`config.mk`:
```
export PLATFORM = sky130hd
export DESIGN_NAME = bam_div
export DESIGN_NICKNAME = d
export VERILOG_FILES = /design/src/sv/bam_pkg.sv /design/src/sv/bam_div.sv
export SDC_FILE = /design/constraint.sdc
export NUM_CORES = 1
export LEC_CHECK = 0
export BUFFER_PORTS_ARGS = -buffer_cell sky130_fd_sc_hd__buf_2
export CAP_MARGIN = 30
export CORE_ASPECT_RATIO = 1.25
export CORE_MARGIN = 4
export CORE_UTILIZATION = 53
export CTS_CLUSTER_SIZE = 28
export DETAILED_ROUTE_END_ITERATION = 6
export HOLD_SLACK_MARGIN = 0.15
export PLACE_DENSITY = 0.74
export SETUP_SLACK_MARGIN = 0.1
export SYNTH_ARGS = -nofsm -noshare
export SYNTH_HDL_FRONTEND = slang
export SYNTH_SLANG_ARGS = --single-unit
```
`constraint.sdc`:
```
create_clock -name clk -period 8.3 [get_ports clk]
set_input_delay 0 -clock clk [delete_from_list [all_inputs] [get_ports clk]]
set_output_delay 0 -clock clk [all_outputs]
set_load 0.05 [all_outputs]
```
`src/sv/bam_pkg.sv`:
```
// Shared constants and types for the block average mosaic.
package bam_pkg;
  localparam int unsigned DefMaxWidth  = 2048;
  localparam int unsigned DefMaxHeight = 2048;
  localparam int unsigned CfgW   = 12;
  localparam int unsigned CoordW = 11;
  localparam int unsigned CntW   = 23;
  localparam int unsigned SumW   = 30;

  localparam logic [1:0] RegWidth = 2'd0;
  localparam logic [1:0] RegHeight = 2'd1;
  localparam logic [1:0] RegDivX = 2'd2;
  localparam logic [1:0] RegDivY = 2'd3;

  typedef struct packed {
    logic [CoordW-1:0] col;
    logic [CoordW-1:0] row;
    logic [SumW-1:0]   sum_r;
    logic [SumW-1:0]   sum_g;
    logic [SumW-1:0]   sum_b;
    logic [CntW-1:0]   count;
    logic              last;
  } bam_job_t;
endpackage

```
`src/sv/bam_div.sv`:
```
// Sequential divider: three channel sums by one pixel count, one quotient bit per cycle.
module bam_div import bam_pkg::*; (
  input  logic     clk,
  input  logic     rst_n,
  input  logic     job_valid,
  input  bam_job_t job,
  output logic     job_ready,
  output logic     res_valid,
  output logic [CoordW-1:0] res_col,
  output logic [CoordW-1:0] res_row,
  output logic [7:0] res_r,
  output logic [7:0] res_g,
  output logic [7:0] res_b,
  output logic     res_last,
  input  logic     res_ready
);
  typedef enum logic [1:0] {IDLE, RUN, DONE} st_t;
  st_t st_r;
  logic [4:0] bit_r;
  bam_job_t j_r;
  logic [SumW-1:0] rem_r [3];
  logic [SumW-1:0] quo_r [3];
  logic [SumW:0] shifted [3];
  logic [SumW:0] diff [3];

  always_comb begin
    for (int c = 0; c < 3; c++) begin
      shifted[c] = {rem_r[c], (c == 0) ? j_r.sum_r[bit_r] :
                              (c == 1) ? j_r.sum_g[bit_r] : j_r.sum_b[bit_r]};
      diff[c] = shifted[c] - {{(SumW+1-CntW){1'b0}}, j_r.count};
    end
  end

  assign job_ready = (st_r == IDLE);
  assign res_valid = (st_r == DONE);
  assign res_col = j_r.col;
  assign res_row = j_r.row;
  assign res_r = quo_r[0][7:0];
  assign res_g = quo_r[1][7:0];
  assign res_b = quo_r[2][7:0];
  assign res_last = j_r.last;

  always_ff @(posedge clk) begin
    if (!rst_n) begin
      st_r <= IDLE;
    end else begin
      case (st_r)
        IDLE: if (job_valid) begin
          j_r <= job;
          bit_r <= 5'(SumW-1);
          for (int c = 0; c < 3; c++) begin
            rem_r[c] <= '0;
            quo_r[c] <= '0;
          end
          st_r <= RUN;
        end
        RUN: begin
          for (int c = 0; c < 3; c++) begin
            if (!diff[c][SumW]) begin
              rem_r[c] <= diff[c][SumW-1:0];
              quo_r[c] <= {quo_r[c][SumW-2:0], 1'b1};
            end else begin
              rem_r[c] <= shifted[c][SumW-1:0];
              quo_r[c] <= {quo_r[c][SumW-2:0], 1'b0};
            end
          end
          if (bit_r == '0) st_r <= DONE;
          else bit_r <= bit_r - 5'd1;
        end
        DONE: if (res_ready) st_r <= IDLE;
        default: st_r <= IDLE;
      endcase
    end
  end

  assert property (@(posedge clk) disable iff (!rst_n)
    (st_r == RUN && bit_r == '0) |=> res_valid) else $error("divider did not finish");
  assert property (@(posedge clk) disable iff (!rst_n)
    (res_valid && !res_ready) |=> res_valid) else $error("result dropped");
  assert property (@(posedge clk) disable iff (!rst_n)
    (st_r == RUN) |-> (j_r.count != '0)) else $error("zero count");
endmodule

```
== After elaboration in Yosys (flattened, before gate mapping) ==
Memories as Yosys holds them, arrays and structs flattened.
Index checks and enable logic that the tools add are counted.
Cells by class
  add/sub/neg operators: 4
  magnitude comparators: 1
  equal/unequal tests: 6
  mux-type cells: 53
  bitwise operators: 12
  reductions and logical operators: 6
Operators with widths (count)
  two-way mux 30 bit: 12
  subtractor 31 x 23 -> 31 bit: 3
  two-way mux 1 bit: 31
  binary-select mux 1 bit (select 5 bit): 3
  bitwise OR 1 bit: 12
  two-way mux 5 bit: 2
  case mux 5 bit (2 select lines): 1
  < comparator 5 x 6 -> 1 bit, second input constant: 1
  two-way mux 2 bit: 3
  != test 2 bit, second input constant: 3
  case mux 2 bit (3 select lines): 1
  AND reduction 3 bit: 2
  logical NOT 5 bit: 1
  subtractor 5 x 1 -> 5 bit, second input constant: 1
  AND reduction 4 bit: 1
  == test 2 x 1 -> 1 bit, second input constant: 1
  == test 2 bit, second input constant: 1
  logical NOT 2 bit: 1
  != test 2 x 1 -> 1 bit, second input constant: 1
  nonzero test 2 bit: 1
Storage, ports and cells
  flip-flop bits (word level): 143
  RAM bits: 180
  input bits: 140
  output and inout bits: 49
  logic and storage cells: 93
  memories: 2
Memory list
  quo_r: words 3, bits a word 30, read ports 3, clocked after memory_dff 0, wr ports 3, RTL line bam_div.sv:22  | logic [SumW-1:0] quo_r [3];
  rem_r: words 3, bits a word 30, read ports 3, clocked after memory_dff 0, wr ports 3, RTL line bam_div.sv:21  | logic [SumW-1:0] rem_r [3];

== Longest topological paths before layout ==
  depth in word-level cells: 9
  mapped depth: 21
  gate-level depth less buffers: 18

== Worst setup path after synthesis ==
No wires, ideal clock.
  kind: reg2reg
  from: reg st_r[0]
  to: mem quo_r[0][0], enable pin
  library setup time: 0.430 ns
  data arrival time: 6.446 ns
  required time: 7.870 ns
  path slack: 1.425 ns
  stages on the path, launching flop included: 5
  buffers on the path: 0
  period minus slack after synthesis: 6.875 ns
  cells stage by stage: dfxtp_1 > nor2_1 > and3_1 > nor2_1 > inv_1
RTL lines
  from (decl): RTL line bam_div.sv:18  | st_t st_r;
  from (signal assigned): RTL line bam_div.sv:45  | st_r <= IDLE;
  from (signal assigned): RTL line bam_div.sv:55  | st_r <= RUN;
  from (signal assigned): RTL line bam_div.sv:67  | if (bit_r == '0) st_r <= DONE;
  to (decl): RTL line bam_div.sv:22

==> results.tsv <==
metric	value	unit
pre_cts_ws	2.75	ns
avgSynthCellArea	11.8	sq um
combPwrFrac	0.205	
fin_nets	1706	
dp_cells	1662	
powerDensity	206	nW/um^2
die_y	189	microns
clock_skew	0.0152	ns
clk_path_buf_depth	3	
hold_violations	0	
startpoint	bit_r[1]	
antenna_found_initial	1	
peakVddDrop	0.221	mV
htree_num_levels	1	
cts_tree	yes	
timing.rr.start	bit_r[1]	
area_growth	25.4	%
synthArstFlopShare	0	
drcViolationCount	0	
worstSetupEndpoint	rem_r[0][29]	
grt_pass1_vias	11100	
p_leak	7.10	nW
synth_fp_nets	1398	
final_common_cell	edfxtp_1	
cts_buffers	27	
regToRegSetupSlack	2.56	ns
post_dp_cell_area	15100	sq um
ys_seq_area_frac	0.552	
post-route-period-util	0.691	
drive_gt1_frac	0.182	
die_w	153	microns
ios	189	
setup_viol	0	
power	3.59	mW
wl	35700	microns
final_cell_area	17500	sq um
cap_violations	0	
r2r_end	rem_r[0][29]	
clk_latency	0.54	ns
cp_max_fo	30	
cp.arrival	5.99	ns
postRouteAntennaNets	0	
relSlewSlack	0.309	
n_fill_cell	1870	
first_pass_iters	7	
cp-end-kind	register	
cp.depth	16	
hold_class	input pin to register	
setup_ws	2.56	ns
tightest_slew	1.02	ns
path_buf_inv	0	
grt_use_total	0.242	
place_congestion	0.890	
multi_input_area	5800	sq um
core_area	25900	sq um
num_rows	66	
overflow	0	
grt_pass1_wl	57100	microns
grt_max_degree	77	
intPower	2.59	mW
vias	10700	
critPathLaunchType	register	
swShare	0.278	
layout_common_cells	edfxtp_1, buf_2, dlygate4sd3_1	
ys_ff_latch	257	
fmax	0.174	GHz
clockRootBuffer	clkbuf_16	
r2r_cells	16	
ys_warn_count	0	
syn_area	13900	sq um
seqCellArea	7690	sq um
worstPathCellList	nand2_1 > o221ai_1 > o22ai_1 > a211oi_1 > a21oi_1 > ha_1 > fa_1 > nand2b_1 > a21oi_1 > o211a_1 > o21ai_0 > o21ai_0 > a41oi_1 > mux2_2 > o311ai_0 > o41ai_1	
syn_inst	1185	
dpl.hpwl	21500	microns
drtIter0Drc	885	
cts_setup_buffers	0	
cts.sinks	257	
outcome	finished, final reports clean	
rsz0062_at_grt	false	
cts.clk_slew.worst_paths	0.07	ns
die_area	29000	sq um
cts_resized	0	
fin_tns_setup	0	ns
synth.distinct_cells	67	
synth-edff-count	254	
cp.required	8.56	ns
initial_core_util	0.537	
seq_power_share	0.441	
slew_violations	0	
clockPowerShare	0.354	
cpPeakStageDelay	0.86	ns
switching_power	997	uW
min_period	5.74	ns
critPathKind	register to register	
cp_slowest_cell	edfxtp_1	
wl_per_cell	19.3	microns
critical_path.top_delay_family	compound AO/OA/AOI/OAI gates	
portBuffers	188	
final_cell_count_no_fill	1853	
vias_per_cell	5.78	
synthFlopType	edfxtp_1	
-- worst min path at each step --
| stage | to | cells after the start | startpoint | slack (ns) |
|---|---|---|---|---|
| 6_report | j_r[40] | 2 | job[40] | 0.17 |
| 5_1_grt | j_r[2] | 2 | job[2] | 0.16 |
| 4_1_cts | j_r[60] | 2 | job[60] | 0.15 |
| 3_5_place_dp | res_col[4] | 1 | job[129] | 0.18 |
| 3_3_place_gp | res_col[0] | 1 | job[125] | 0.18 |
| 2_1_floorplan | j_r[100] | 0 | job[100] | 0.1 |
-- stage by stage --
step / hold slack (ns) / util
floorplan: 0.0989 / -
global placement: 0.176 / 0.581
detailed placement: 0.178 / 0.583
CTS: 0.151 / 0.673
global route: 0.161 / 0.674
finish: 0.175 / 0.674
-- worst register-to-register path, cell delays in order, from the launching register on --
cell and delay [ns]:
edfxtp_1 0.86, nand2_1 0.36, o221ai_1 0.39, o22ai_1 0.17, a211oi_1 0.24, a21oi_1 0.13, ha_1 0.25, fa_1 0.39
nand2b_1 0.20, a21oi_1 0.25, o211a_1 0.23, o21ai_0 0.14, o21ai_0 0.44, a41oi_1 0.28, mux2_2 0.59, o311ai_0 0.41
o41ai_1 0.13
-- cells by family (layout without fill, tap and decap cells) --
| family | count (synthesis) | in the layout | synth area share |
|---|---|---|---|
| simple gates | 364 | 364 | 0.125 |
| mux | 55 | 55 | 0.0532 |
| buf+inv | 98 | 425 | 0.0334 |
| xor+xnor | 71 | 71 | 0.0446 |
| compound gates | 267 | 267 | 0.125 |
| fa+ha+maj | 73 | 73 | 0.0672 |
| flops | 257 | 257 | 0.552 |
| other cells | 0 | 1 | 0 |
-- power groups by stage --
stage | registers [mW] | clock network (mW) | logic [mW]
final | 1.58 | 1.27 | 0.735
after global routing | 1.59 | 1.35 | 0.806
after CTS | 1.58 | 1.28 | 0.718
after detailed placement | 1.61 | 0 | 0.664
after global placement | 1.61 | 0 | 0.649
after floorplan | 1.63 | 0 | 0.475
-- metal layers --
layer / vias up / routed length (microns) / GRT usage / part of all wire
met4: 0 / 1490 / 0.0943 / 0.042
li1: 5058 / - / - / -
met3: 102 / 2390 / 0.0471 / 0.067
met5: - / 0 / 0 / 0
met1: 5134 / 13800 / 0.293 / 0.39
met2: 425 / 18000 / 0.428 / 0.50
-- sequential cells by signal, indices dropped and copies added (netlist names) --
register	flops
st_r	2
bit_r	5
j_r	113
rem_r	90
res_row	11
quo_r	24
res_last	1
res_col	11
-- synth_stat cells, types with 8 or more instances --
library cell  count  share of area
and3_1           32          0.014
nor3_1           16         0.0057
buf_4            23          0.012
o21ai_0          44          0.016
clkbuf_1         31         0.0084
ha_1             70          0.063
xor2_1           26          0.016
nand3_1          17         0.0061
a21oi_1          97          0.035
o31ai_1           8         0.0043
mux2i_1          38          0.027
edfxtp_1        254           0.55
nand2_1         105          0.028
o21a_1           12         0.0065
a211oi_1         21          0.011
nor2b_1          12         0.0054
inv_1            36         0.0097
xnor2_1          45          0.028
a31oi_1           9         0.0040
a21o_1           24          0.013
nand2b_1         21         0.0094
nor2_1          112          0.030
mux4_2           15          0.024
-- repair_timing --
| action | in CTS | in global routing |
|---|---|---|
| setup endpoints to repair | 0 | 0 |
| hold buffers | 141 | 0 |
| endpoints found under the hold margin | 158 | 0 |
-- area by class of cell --
type                       instances  share of cell area
sequential                       257               0.440
antenna                            1            0.000143
clock buffer                      28              0.0389
timing repair buffer             340               0.143
clock inverter                    20              0.0137
tap                              340              0.0243
multi-input combinational        830               0.332
inverter                          37             0.00795
Note: power is estimated with default switching activity, not from simulation.
